<file path="src/rtl/hsv_hue_saturation_value_adjust_assert.svh">
// assertion macros shared by the hsv adjust rtl
// no dependencies; included by modules that carry checks
`ifndef HSV_HUE_SATURATION_VALUE_ADJUST_ASSERT_SVH
`define HSV_HUE_SATURATION_VALUE_ADJUST_ASSERT_SVH

// same-cycle implication, disabled during reset
`define HSV_ASSERT_IMP(label, clk, rst_n, ante, cons) \
    label: assert property (@(posedge clk) disable iff (!(rst_n)) (ante) |-> (cons)) \
        else $error("hsv check failed");

// next-cycle implication, disabled during reset
`define HSV_ASSERT_NXT(label, clk, rst_n, ante, cons) \
    label: assert property (@(posedge clk) disable iff (!(rst_n)) (ante) |=> (cons)) \
        else $error("hsv check failed");

`endif

</file>
<file path="src/rtl/hsv_pkg.sv">
// shared types, constants and helper functions for the hsv adjust block
// no dependencies
package hsv_pkg;

    // fixed point scale
    localparam int ONE_FX   = 4096;
    localparam int HUE_60   = 960;
    localparam int HUE_FULL = 5760;

    // divider: quotient bits per operand
    localparam int DIV_STEPS = 13;

    // request queue between front and back
    localparam int Q_DEPTH = 4;
    localparam int Q_AW    = 2;
    localparam int Q_CW    = 3;

    // configuration register indexes
    localparam logic [1:0] CFG_HUE_SHIFT = 2'd0;
    localparam logic [1:0] CFG_SAT_DELTA = 2'd1;
    localparam logic [1:0] CFG_VAL_DELTA = 2'd2;

    // dominant channel codes
    localparam logic [1:0] SECT_RED   = 2'd0;
    localparam logic [1:0] SECT_GREEN = 2'd1;
    localparam logic [1:0] SECT_BLUE  = 2'd2;

    typedef struct packed {
        logic [7:0] red;
        logic [7:0] green;
        logic [7:0] blue;
        logic [7:0] alpha;
        logic       edit;
    } t_pix;

    typedef struct packed {
        logic signed [13:0] hue_shift;
        logic signed [13:0] sat_delta;
        logic signed [13:0] val_delta;
    } t_cfg;

    // classification carried alongside the division
    typedef struct packed {
        t_pix        pix;
        logic [12:0] val;
        logic [1:0]  sect;
        logic        neg;
        logic        mx_zero;
        logic        d_zero;
    } t_fctx;

    typedef struct packed {
        logic [20:0] num_s;
        logic [8:0]  den_s;
        logic [20:0] num_h;
        logic [8:0]  den_h;
        t_fctx       ctx;
    } t_div_op;

    typedef struct packed {
        logic [8:0]  rem_s;
        logic [8:0]  rem_h;
        logic [12:0] lo_s;
        logic [12:0] lo_h;
        logic [8:0]  den_s;
        logic [8:0]  den_h;
        logic [12:0] q_s;
        logic [12:0] q_h;
        t_fctx       ctx;
    } t_div_stg;

    typedef struct packed {
        logic [12:0] q_s;
        logic [12:0] q_h;
        t_fctx       ctx;
    } t_div_res;

    // queue entry: hsv of one pixel plus the original pixel
    typedef struct packed {
        t_pix               pix;
        logic signed [13:0] hue;
        logic [12:0]        sat;
        logic [12:0]        val;
    } t_qent;

    typedef logic [12:0] t_val_lut [256];

    // value = round(mx * 4096 / 255), built at elaboration
    function automatic t_val_lut gen_val_lut();
        t_val_lut lut;
        for (int i = 0; i < 256; i++) begin
            lut[i] = 13'((i * 8192 + 255) / 510);
        end
        return lut;
    endfunction

    localparam t_val_lut VAL_LUT = gen_val_lut();

    // channel sum * 255 plus half scale, upper bits above 2^30
    function automatic logic [11:0] scale255(input logic [33:0] c);
        logic [41:0] y;
        y = ({8'd0, c} << 8) - {8'd0, c} + 42'd8053063680;
        return y[41:30];
    endfunction

    // floor(t / 15) by reciprocal, exact for t below 3840
    function automatic logic [7:0] div15(input logic [11:0] t);
        logic [27:0] p;
        p = {16'd0, t} * 28'd34953;
        return p[26:19];
    endfunction

endpackage

</file>
<file path="src/rtl/hsv_div.sv">
// pipelined restoring divider, one quotient bit per stage, two divisions in lockstep
// depends on hsv_pkg
module hsv_div import hsv_pkg::*; (
    input  logic     i_clk,
    input  logic     i_rst_n,
    input  logic     i_en,
    input  logic     i_valid,
    input  t_div_op  i_op,
    output logic     o_valid,
    output t_div_res o_res
);

    t_div_stg             r_stg [DIV_STEPS+1];
    t_div_stg             n_stg [DIV_STEPS+1];
    logic [DIV_STEPS:0]   r_vld;

    // one shift and conditional subtract for both operands
    function automatic t_div_stg div_step(input t_div_stg s);
        t_div_stg   r;
        logic [9:0] t_s;
        logic [9:0] t_h;
        r    = s;
        t_s  = {s.rem_s, s.lo_s[12]};
        t_h  = {s.rem_h, s.lo_h[12]};
        r.lo_s = {s.lo_s[11:0], 1'b0};
        r.lo_h = {s.lo_h[11:0], 1'b0};
        if (t_s >= {1'b0, s.den_s}) begin
            r.rem_s = 9'(t_s - {1'b0, s.den_s});
            r.q_s   = {s.q_s[11:0], 1'b1};
        end else begin
            r.rem_s = t_s[8:0];
            r.q_s   = {s.q_s[11:0], 1'b0};
        end
        if (t_h >= {1'b0, s.den_h}) begin
            r.rem_h = 9'(t_h - {1'b0, s.den_h});
            r.q_h   = {s.q_h[11:0], 1'b1};
        end else begin
            r.rem_h = t_h[8:0];
            r.q_h   = {s.q_h[11:0], 1'b0};
        end
        return r;
    endfunction

    // load stage and step stages
    always_comb begin
        n_stg[0].rem_s = {1'b0, i_op.num_s[20:13]};
        n_stg[0].rem_h = {1'b0, i_op.num_h[20:13]};
        n_stg[0].lo_s  = i_op.num_s[12:0];
        n_stg[0].lo_h  = i_op.num_h[12:0];
        n_stg[0].den_s = i_op.den_s;
        n_stg[0].den_h = i_op.den_h;
        n_stg[0].q_s   = '0;
        n_stg[0].q_h   = '0;
        n_stg[0].ctx   = i_op.ctx;
        for (int j = 1; j <= DIV_STEPS; j++) begin
            n_stg[j] = div_step(r_stg[j-1]);
        end
    end

    // valid bits
    always_ff @(posedge i_clk) begin
        if (!i_rst_n) begin
            r_vld <= '0;
        end else if (i_en) begin
            r_vld <= {r_vld[DIV_STEPS-1:0], i_valid};
        end
    end

    // stage payload
    always_ff @(posedge i_clk) begin
        if (i_en) begin
            r_stg <= n_stg;
        end
    end

    assign o_valid   = r_vld[DIV_STEPS];
    assign o_res.q_s = r_stg[DIV_STEPS].q_s;
    assign o_res.q_h = r_stg[DIV_STEPS].q_h;
    assign o_res.ctx = r_stg[DIV_STEPS].ctx;

endmodule

</file>
<file path="src/rtl/hsv_front.sv">
// front end: takes pixels, finds max, min and sector, divides for s and hue
// depends on hsv_pkg and hsv_div
module hsv_front import hsv_pkg::*; (
    input  logic  i_clk,
    input  logic  i_rst_n,
    input  logic  i_en,
    input  logic  i_valid,
    input  t_pix  i_pix,
    output logic  o_valid,
    output t_qent o_ent
);

    logic               r_v0;
    t_pix               r_pix;
    logic [7:0]         mx;
    logic [7:0]         mn;
    logic [7:0]         d;
    logic signed [8:0]  num;
    logic [8:0]         num_neg;
    logic [7:0]         mag;
    logic [1:0]         sect;
    t_div_op            op;
    t_div_res           res;
    logic signed [13:0] hue_base;
    logic signed [13:0] q_h;

    // input register
    always_ff @(posedge i_clk) begin
        if (!i_rst_n) begin
            r_v0 <= 1'b0;
        end else if (i_en) begin
            r_v0 <= i_valid;
        end
    end

    always_ff @(posedge i_clk) begin
        if (i_en) begin
            r_pix <= i_pix;
        end
    end

    // max, min and dominant channel, ties to red then green
    always_comb begin
        mx = r_pix.red;
        if (r_pix.green > mx) mx = r_pix.green;
        if (r_pix.blue > mx) mx = r_pix.blue;
        mn = r_pix.red;
        if (r_pix.green < mn) mn = r_pix.green;
        if (r_pix.blue < mn) mn = r_pix.blue;
        d = mx - mn;
        if (mx == r_pix.red) begin
            sect = SECT_RED;
            num  = $signed({1'b0, r_pix.green}) - $signed({1'b0, r_pix.blue});
        end else if (mx == r_pix.green) begin
            sect = SECT_GREEN;
            num  = $signed({1'b0, r_pix.blue}) - $signed({1'b0, r_pix.red});
        end else begin
            sect = SECT_BLUE;
            num  = $signed({1'b0, r_pix.red}) - $signed({1'b0, r_pix.green});
        end
        num_neg = 9'(-num);
        mag     = num[8] ? num_neg[7:0] : num[7:0];
    end

    // divider operands with rounding terms folded in
    always_comb begin
        op.num_s       = {d, 13'd0} + {13'd0, mx};
        op.den_s       = {mx, 1'b0};
        op.num_h       = ({13'd0, mag} * 21'd1920) + {13'd0, d};
        op.den_h       = {d, 1'b0};
        op.ctx.pix     = r_pix;
        op.ctx.val     = VAL_LUT[mx];
        op.ctx.sect    = sect;
        op.ctx.neg     = num[8];
        op.ctx.mx_zero = (mx == 8'd0);
        op.ctx.d_zero  = (d == 8'd0);
    end

    hsv_div u_div (
        .i_clk   (i_clk),
        .i_rst_n (i_rst_n),
        .i_en    (i_en),
        .i_valid (r_v0),
        .i_op    (op),
        .o_valid (o_valid),
        .o_res   (res)
    );

    // assemble hue from sector base and signed in-sector part
    always_comb begin
        case (res.ctx.sect)
            SECT_RED:   hue_base = 14'sd0;
            SECT_GREEN: hue_base = 14'sd1920;
            SECT_BLUE:  hue_base = 14'sd3840;
            default:    hue_base = 14'sd0;
        endcase
        q_h       = $signed({1'b0, res.q_h});
        o_ent.pix = res.ctx.pix;
        o_ent.val = res.ctx.val;
        o_ent.sat = res.ctx.mx_zero ? 13'd0 : res.q_s;
        if (res.ctx.d_zero) begin
            o_ent.hue = 14'sd0;
        end else if (res.ctx.neg) begin
            o_ent.hue = hue_base - q_h;
        end else begin
            o_ent.hue = hue_base + q_h;
        end
    end

endmodule

</file>
<file path="src/rtl/hsv_fifo.sv">
// short request queue decoupling the front end from the back end
// depends on hsv_pkg and the assertion macro header
`include "hsv_hue_saturation_value_adjust_assert.svh"
module hsv_fifo import hsv_pkg::*; (
    input  logic  i_clk,
    input  logic  i_rst_n,
    input  logic  i_wr,
    input  t_qent i_data,
    input  logic  i_rd,
    output t_qent o_data,
    output logic  o_full,
    output logic  o_empty
);

    t_qent           r_mem [Q_DEPTH];
    logic [Q_AW-1:0] r_wp;
    logic [Q_AW-1:0] r_rp;
    logic [Q_CW-1:0] r_cnt;

    // pointers and fill count
    always_ff @(posedge i_clk) begin
        if (!i_rst_n) begin
            r_wp  <= '0;
            r_rp  <= '0;
            r_cnt <= '0;
        end else begin
            if (i_wr) r_wp <= r_wp + 1'b1;
            if (i_rd) r_rp <= r_rp + 1'b1;
            if (i_wr && !i_rd) begin
                r_cnt <= r_cnt + 1'b1;
            end else if (!i_wr && i_rd) begin
                r_cnt <= r_cnt - 1'b1;
            end
        end
    end

    // storage
    always_ff @(posedge i_clk) begin
        if (i_wr) begin
            r_mem[r_wp] <= i_data;
        end
    end

    assign o_data  = r_mem[r_rp];
    assign o_full  = (r_cnt == Q_CW'(Q_DEPTH));
    assign o_empty = (r_cnt == '0);

    `HSV_ASSERT_IMP(a_no_overflow, i_clk, i_rst_n, i_wr, !o_full || i_rd)
    `HSV_ASSERT_IMP(a_no_underflow, i_clk, i_rst_n, i_rd, !o_empty)
    `HSV_ASSERT_NXT(a_cnt_up, i_clk, i_rst_n, i_wr && !i_rd, r_cnt == $past(r_cnt) + 3'd1)
    `HSV_ASSERT_IMP(a_flags, i_clk, i_rst_n, 1'b1, !(o_full && o_empty))

endmodule

</file>
<file path="src/rtl/hsv_back.sv">
// back end: hue shift and wrap, s and v clamp, hsv to rgb, output register
// depends on hsv_pkg
module hsv_back import hsv_pkg::*; (
    input  logic        i_clk,
    input  logic        i_rst_n,
    input  t_cfg        i_cfg,
    input  logic        i_valid,
    input  t_qent       i_ent,
    output logic        o_pop,
    output logic        o_valid,
    input  logic        i_ready,
    output logic [31:0] o_data
);

    logic en;

    // stage 1 signals
    logic signed [15:0] hsum;
    logic [15:0]        hx;
    logic [15:0]        wrap_sub;
    logic signed [14:0] ssum;
    logic signed [14:0] vsum;
    logic [12:0]        sat_c;
    logic [12:0]        val_c;
    logic               r_v1;
    logic [12:0]        r_h1;
    logic [12:0]        r_s1;
    logic [12:0]        r_val1;
    t_pix               r_pix1;

    // stage 2 signals
    logic [2:0]         sec;
    logic [12:0]        sec_sub;
    logic [9:0]         frac;
    logic [25:0]        prod;
    logic               r_v2;
    logic [2:0]         r_sec2;
    logic [9:0]         r_k2;
    logic [24:0]        r_vs2;
    logic [12:0]        r_val2;
    t_pix               r_pix2;

    // stage 3 signals
    logic [33:0]        cf;
    logic               r_v3;
    logic [33:0]        r_cf3;
    logic [33:0]        r_xf3;
    logic [33:0]        r_mf3;
    logic [2:0]         r_sec3;
    t_pix               r_pix3;

    // stage 4 signals
    logic [33:0]        rc;
    logic [33:0]        gc;
    logic [33:0]        bc;
    logic               r_v4;
    logic [11:0]        r_rt4;
    logic [11:0]        r_gt4;
    logic [11:0]        r_bt4;
    t_pix               r_pix4;

    // output register
    logic               r_vo;
    logic [31:0]        r_data;

    assign en    = !r_vo || i_ready;
    assign o_pop = en && i_valid;

    // hue wrap into one turn, clamp s and v
    always_comb begin
        hsum     = 16'(i_ent.hue) + 16'(i_cfg.hue_shift);
        hx       = 16'(hsum + 16'sd17280);
        wrap_sub = '0;
        for (int j = 1; j <= 5; j++) begin
            if (hx >= 16'(j * HUE_FULL)) wrap_sub = 16'(j * HUE_FULL);
        end
        ssum = $signed({2'b00, i_ent.sat}) + 15'(i_cfg.sat_delta);
        vsum = $signed({2'b00, i_ent.val}) + 15'(i_cfg.val_delta);
        if (ssum < 15'sd0) begin
            sat_c = '0;
        end else if (ssum > 15'sd4096) begin
            sat_c = 13'd4096;
        end else begin
            sat_c = ssum[12:0];
        end
        if (vsum < 15'sd0) begin
            val_c = '0;
        end else if (vsum > 15'sd4096) begin
            val_c = 13'd4096;
        end else begin
            val_c = vsum[12:0];
        end
    end

    // sector, distance into sector, v times s
    always_comb begin
        sec     = '0;
        sec_sub = '0;
        for (int j = 1; j <= 5; j++) begin
            if (r_h1 >= 13'(j * HUE_60)) begin
                sec     = 3'(j);
                sec_sub = 13'(j * HUE_60);
            end
        end
        frac = 10'(r_h1 - sec_sub);
        prod = {13'd0, r_val1} * {13'd0, r_s1};
    end

    assign cf = {9'd0, r_vs2} * 34'd960;

    // per-channel sums by sector
    always_comb begin
        rc = r_mf3;
        gc = r_mf3;
        bc = r_mf3;
        case (r_sec3)
            3'd0: begin rc = r_mf3 + r_cf3; gc = r_mf3 + r_xf3; end
            3'd1: begin rc = r_mf3 + r_xf3; gc = r_mf3 + r_cf3; end
            3'd2: begin gc = r_mf3 + r_cf3; bc = r_mf3 + r_xf3; end
            3'd3: begin gc = r_mf3 + r_xf3; bc = r_mf3 + r_cf3; end
            3'd4: begin rc = r_mf3 + r_xf3; bc = r_mf3 + r_cf3; end
            default: begin rc = r_mf3 + r_cf3; bc = r_mf3 + r_xf3; end
        endcase
    end

    // valid bits
    always_ff @(posedge i_clk) begin
        if (!i_rst_n) begin
            r_v1 <= 1'b0;
            r_v2 <= 1'b0;
            r_v3 <= 1'b0;
            r_v4 <= 1'b0;
            r_vo <= 1'b0;
        end else if (en) begin
            r_v1 <= i_valid;
            r_v2 <= r_v1;
            r_v3 <= r_v2;
            r_v4 <= r_v3;
            r_vo <= r_v4;
        end
    end

    // pipeline payload
    always_ff @(posedge i_clk) begin
        if (en) begin
            r_h1   <= 13'(hx - wrap_sub);
            r_s1   <= sat_c;
            r_val1 <= val_c;
            r_pix1 <= i_ent.pix;

            r_sec2 <= sec;
            r_k2   <= sec[0] ? 10'(10'd960 - frac) : frac;
            r_vs2  <= prod[24:0];
            r_val2 <= r_val1;
            r_pix2 <= r_pix1;

            r_cf3  <= cf;
            r_xf3  <= {9'd0, r_vs2} * {24'd0, r_k2};
            r_mf3  <= ({21'd0, r_val2} * 34'd3932160) - cf;
            r_sec3 <= r_sec2;
            r_pix3 <= r_pix2;

            r_rt4  <= scale255(rc);
            r_gt4  <= scale255(gc);
            r_bt4  <= scale255(bc);
            r_pix4 <= r_pix3;

            if (r_pix4.edit) begin
                r_data <= {r_pix4.alpha, div15(r_bt4), div15(r_gt4), div15(r_rt4)};
            end else begin
                r_data <= {r_pix4.alpha, r_pix4.blue, r_pix4.green, r_pix4.red};
            end
        end
    end

    assign o_valid = r_vo;
    assign o_data  = r_data;

endmodule

</file>
<file path="src/rtl/hsv_hue_saturation_value_adjust.sv">
// HSV hue/saturation/value adjust for an RGBA pixel stream, one pixel per clock
// sustained while the output accepts data. A pixel enters and is registered. It
// then passes a pipelined divider with a load stage and 13 quotient-bit stages
// that forms saturation and hue, and lands in a 4-entry queue. The back end takes
// one entry per clock while the output is not stalled, through four arithmetic
// stages and an output register. The divider depth is the largest part of the
// latency. The queue lets the front keep taking pixels while the output is
// briefly stalled. Configuration is written through its own channel, always
// ready, and should be changed only while the block is empty.
// depends on hsv_pkg, hsv_front, hsv_div, hsv_fifo, hsv_back
module hsv_hue_saturation_value_adjust import hsv_pkg::*; (
    input  logic        i_clk,
    input  logic        i_rst_n,
    // slave side
    input  logic        i_s_tvalid,
    output logic        o_s_tready,
    input  logic [31:0] i_s_tdata,   // red_in, green_in, blue_in, alpha_in
    input  logic        i_s_tuser,   // edit_enable
    // master side
    output logic        o_m_tvalid,
    input  logic        i_m_tready,
    output logic [31:0] o_m_tdata,   // red_out, green_out, blue_out, alpha_out
    // configuration write channel
    input  logic        i_cfg_valid,
    output logic        o_cfg_ready,
    input  logic [1:0]  i_cfg_index,
    input  logic [13:0] i_cfg_data
);

    t_cfg  r_cfg;
    t_pix  in_pix;
    logic  front_en;
    logic  front_valid;
    t_qent front_ent;
    t_qent q_head;
    logic  q_full;
    logic  q_empty;
    logic  q_wr;
    logic  q_rd;

    // configuration registers
    always_ff @(posedge i_clk) begin
        if (!i_rst_n) begin
            r_cfg <= '0;
        end else if (i_cfg_valid) begin
            case (i_cfg_index)
                CFG_HUE_SHIFT: r_cfg.hue_shift <= i_cfg_data;
                CFG_SAT_DELTA: r_cfg.sat_delta <= i_cfg_data;
                CFG_VAL_DELTA: r_cfg.val_delta <= i_cfg_data;
                default: ;
            endcase
        end
    end

    assign o_cfg_ready = 1'b1;

    // unpack input request
    always_comb begin
        in_pix.red   = i_s_tdata[7:0];
        in_pix.green = i_s_tdata[15:8];
        in_pix.blue  = i_s_tdata[23:16];
        in_pix.alpha = i_s_tdata[31:24];
        in_pix.edit  = i_s_tuser;
    end

    // front advances whenever the queue has room
    assign front_en   = !q_full;
    assign o_s_tready = front_en;
    assign q_wr       = front_valid && front_en;

    hsv_front u_front (
        .i_clk   (i_clk),
        .i_rst_n (i_rst_n),
        .i_en    (front_en),
        .i_valid (i_s_tvalid),
        .i_pix   (in_pix),
        .o_valid (front_valid),
        .o_ent   (front_ent)
    );

    hsv_fifo u_fifo (
        .i_clk   (i_clk),
        .i_rst_n (i_rst_n),
        .i_wr    (q_wr),
        .i_data  (front_ent),
        .i_rd    (q_rd),
        .o_data  (q_head),
        .o_full  (q_full),
        .o_empty (q_empty)
    );

    hsv_back u_back (
        .i_clk   (i_clk),
        .i_rst_n (i_rst_n),
        .i_cfg   (r_cfg),
        .i_valid (!q_empty),
        .i_ent   (q_head),
        .o_pop   (q_rd),
        .o_valid (o_m_tvalid),
        .i_ready (i_m_tready),
        .o_data  (o_m_tdata)
    );

endmodule
</file>
<file path="config.mk">
export PLATFORM = sky130hd
export DESIGN_NAME = hsv_hue_saturation_value_adjust
export DESIGN_NICKNAME = d
export VERILOG_FILES = /design/src/rtl/hsv_pkg.sv /design/src/rtl/hsv_div.sv /design/src/rtl/hsv_front.sv /design/src/rtl/hsv_fifo.sv /design/src/rtl/hsv_back.sv /design/src/rtl/hsv_hue_saturation_value_adjust.sv
export VERILOG_INCLUDE_DIRS = /design/src /design/src/rtl
export SDC_FILE = /design/constraint.sdc
export NUM_CORES = 2
export LEC_CHECK = 0
export ABC_AREA = 1
export ABC_CLOCK_PERIOD_IN_PS = 111300
export BUFFER_PORTS_ARGS = -buffer_cell sky130_fd_sc_hd__buf_4
export CORE_MARGIN = 2
export CORE_UTILIZATION = 38
export CTS_CLUSTER_DIAMETER = 120
export DETAILED_ROUTE_END_ITERATION = 10
export PLACE_DENSITY = 0.59
export SLEW_MARGIN = 20
export SYNTH_ARGS = -nofsm -noshare
export SYNTH_HDL_FRONTEND = slang
export SYNTH_SLANG_ARGS = --single-unit
</file>
<file path="constraint.sdc">
create_clock -name i_clk -period 111.3 [get_ports i_clk]
set_input_delay 22.26 -clock i_clk [delete_from_list [all_inputs] [get_ports i_clk]]
set_output_delay 22.26 -clock i_clk [all_outputs]
set_load 0.005 [all_outputs]
</file>
==> impl_metrics.toml <==
[flow_run]
max-cap-violations = 0

[drt]
drc_errors = 0
viasPerCell = 4.893
drt_wl_total_um = 240800
wire_per_inst_um = 16.70
vias = 70540
drt_first_iter_violations = 4720
ant_nets = 0
drt_pass1_iterations = 8

[timing]
max_slew_margin_pct = 19.43
period_share_pct = 22.75
fin_tns_setup_ns = 0
max_freq_ghz = 0.03950
hold_viol = 0
finalCriticalPeriod_ns = 25.32
tightest_slew_ns = 1.209
setup_viol = 0
clock_skew_ns = 0.1199
report.final.slew_viol_count = 0
rsz0062_at_grt = "false"

[cts]
cts.clk_slew.worst_paths_ns = 0.06
post_cts_resized = 0
cts_max_level = 4
cts_setup_buffers = 0
clk_latency_ns = 0.90
cts_inserted_buffers = 224
cts.sinks = 2108
cts_tree = "done"
postCtsHoldBufs = 0
cts-root-buf = "clkbuf_16"
ctsLongestPathBuffers = 4

[critical_path]
cpPeakStageDelay_ns = 0.89
crit_path_start = "i_m_tready"
cpMostUsedCell = "buf_4"
r2r_start = "u_front.op[39]"
cp_max_fo = 106
reg2reg_slack_ns = 101.94
cp_cell_sequence = "buf_4 > nor2_1 > inv_8 > buf_4 > buf_4 > buf_4"
cp.required_ns = 111.76
crit_buf_inv = 5
r2r_cells = 47
reg2reg_to = "u_front.u_div.r_stg[1933]"
worst_ep_arrival_time_ns = 25.77
end_kind = "register"
critPathSlowestCell = "buf_4"
critPathTopFamily = "buffers and inverters"
critical_path_class = "input pin to register"
cp-start-kind = "input pin"

[synth]
ys_types = 68
syn-cell-area_um2 = 114500
synth-seq-cells = 2108
yosysTopAreaCellShare_pct = 53.42
syn_nets = 11560
synth-edff-count = 2037
synth_area_leader_cell = "edfxtp_1"
synth_seq_area_share_pct = 54.66
synthArstFlopShare_pct = 0
synth_ff_type = "edfxtp_1"
yosysWarnings = 0
avgSynthCellArea_um2 = 11.31
yosysMostFrequentCell = "edfxtp_1"
ys_top_cells_by_count = "2037 x edfxtp_1, 1560 x inv_1, 1409 x nand2_1"
syn_inst = 10130
ys_top_cells_by_area = "edfxtp_1 53%, ha_1 10%, fa_1 8.0%"

[layout]
multiInputGateArea_um2 = 45180
drive_gt1_share_pct = 5.451
fin_nets = 11700
fillers = 27880
syn_to_final_growth_pct = 10.98
seq_area_um2 = 62600

[worst_hold_path]
min_delay_worst_endpoint = "u_front.u_div.n_stg[1399]"
hold_path_class = "register to register"
hold_path_depth = 0
hp-start = "u_front.u_div.n_stg[1538]"

[grt]
antenna_found_initial = 6
track_usage_pct = 15.56
grt_pass1_vias = 71500
overflow = 0
grt_max_degree = 199
grt_pass1_wl_um = 384600

[floorplanning]
fp.dieH_um = 553.0
ios = 89
die_area_um2 = 305800
fp.dieW_um = 553.0
initial_core_util_pct = 38.20
fp-row-count = 201
core_um2 = 299800

[outcome]
outcome = "completed"

[placed_design]
io_buffers = 87
gp_congestion = 0.9187
hpwlAfterDp_um = 176500
state kept, by name, summed over array words and instances, names as in the netlist, 32 cells and up, named ones only:
| signal | count |
|---|---|
| u_front.op | 33 |
| u_front.u_div.n_stg | 872 |
| u_front.u_div.o_res | 77 |
| u_back.r_pix2 | 33 |
| u_back.r_pix1 | 33 |
| u_back.r_pix3 | 33 |
| r_cfg | 42 |
| u_back.r_pix4 | 33 |
| u_fifo.r_mem | 292 |
| u_back.r_xf3 | 34 |
| u_front.u_div.r_stg | 381 |
| u_back.o_data | 32 |
cells by family (layout without fill, tap and decap cells):
logic type,count (synthesis),after routing,synth area share (%)
DFF,2108,2108,54.66
buffers and inverters,1794,2124,5.931
AOI/OAI and AO/OA,1659,1659,8.074
xor gates and xnor gates,454,454,3.472
and+or+nand+nor,2733,2733,9.833
adders and majority gates,1377,1377,18.03
other,1,3,0.003275
worst max-delay path by stage:
stage | endpoint | depth (start not counted)
6_report | u_back.r_pix1[7] | 6
5_1_grt | u_back.r_pix3[4] | 6
4_1_cts | u_back.r_pix3[4] | 6
3_5_place_dp | u_back.r_pix1[1] | 6
3_3_place_gp | u_back.r_pix1[1] | 6
2_1_floorplan | o_s_tready | 3
layer usage:
| metal | share of wire, % | GRT usage, % | vias up |
|---|---|---|---|
| li1 | - | - | 34750 |
| met1 | 43 | 19.93 | 34040 |
| met2 | 49 | 27.04 | 1334 |
| met3 | 4.5 | 2.331 | 410 |
| met4 | 3.0 | 4.758 | 4 |
| met5 | 0.0071 | 0 | - |
cell type report:
class                   count  share of cell area, %
flip-flops and latches   2108                  49.25
multi-input cells        6224                  35.55
inverters                1578                  4.671
clock buffers             267                  4.628
well taps                3958                  3.897
clock inverters           142                  1.148
repair buffers            137                 0.8506
diodes                      2               0.003938
metrics by stage:
stage / hold slack (ns) / instances / utilization [%] / setup WS [ns] / instance area (um^2)
2_1_floorplan: 0.4003 / 10130 / - / 51.67 / 114500
3_3_place_gp: 0.4001 / 14000 / 39.93 / 85.12 / 119700
3_5_place_dp: 0.4045 / 14000 / 39.93 / 85.02 / 119700
4_1_cts: 0.3648 / 14410 / 42.38 / 85.95 / 127100
5_1_grt: 0.3710 / 14420 / 42.39 / 85.68 / 127100
6_report: 0.3699 / 14420 / 42.39 / 85.98 / 127100
placed cells by master (no fill, tap or decap), types with 43 or more instances in the layout:
master and count:
a21oi_1 673, buf_4 131, clkbuf_16 228, clkinv_1 65, dfxtp_1 69, edfxtp_1 2037, fa_1 455, ha_1 922
inv_1 1557, nand2_1 1408, nand3_1 230, nand4_1 47, nor2_1 821, nor3_1 93, o211ai_1 55, o21ai_0 562
o21bai_1 43, o22ai_1 89, xnor2_1 142, xor2_1 312
Power is not shown: default switching activity piles up to over one toggle a cycle in this logic, so the estimate is an artifact.
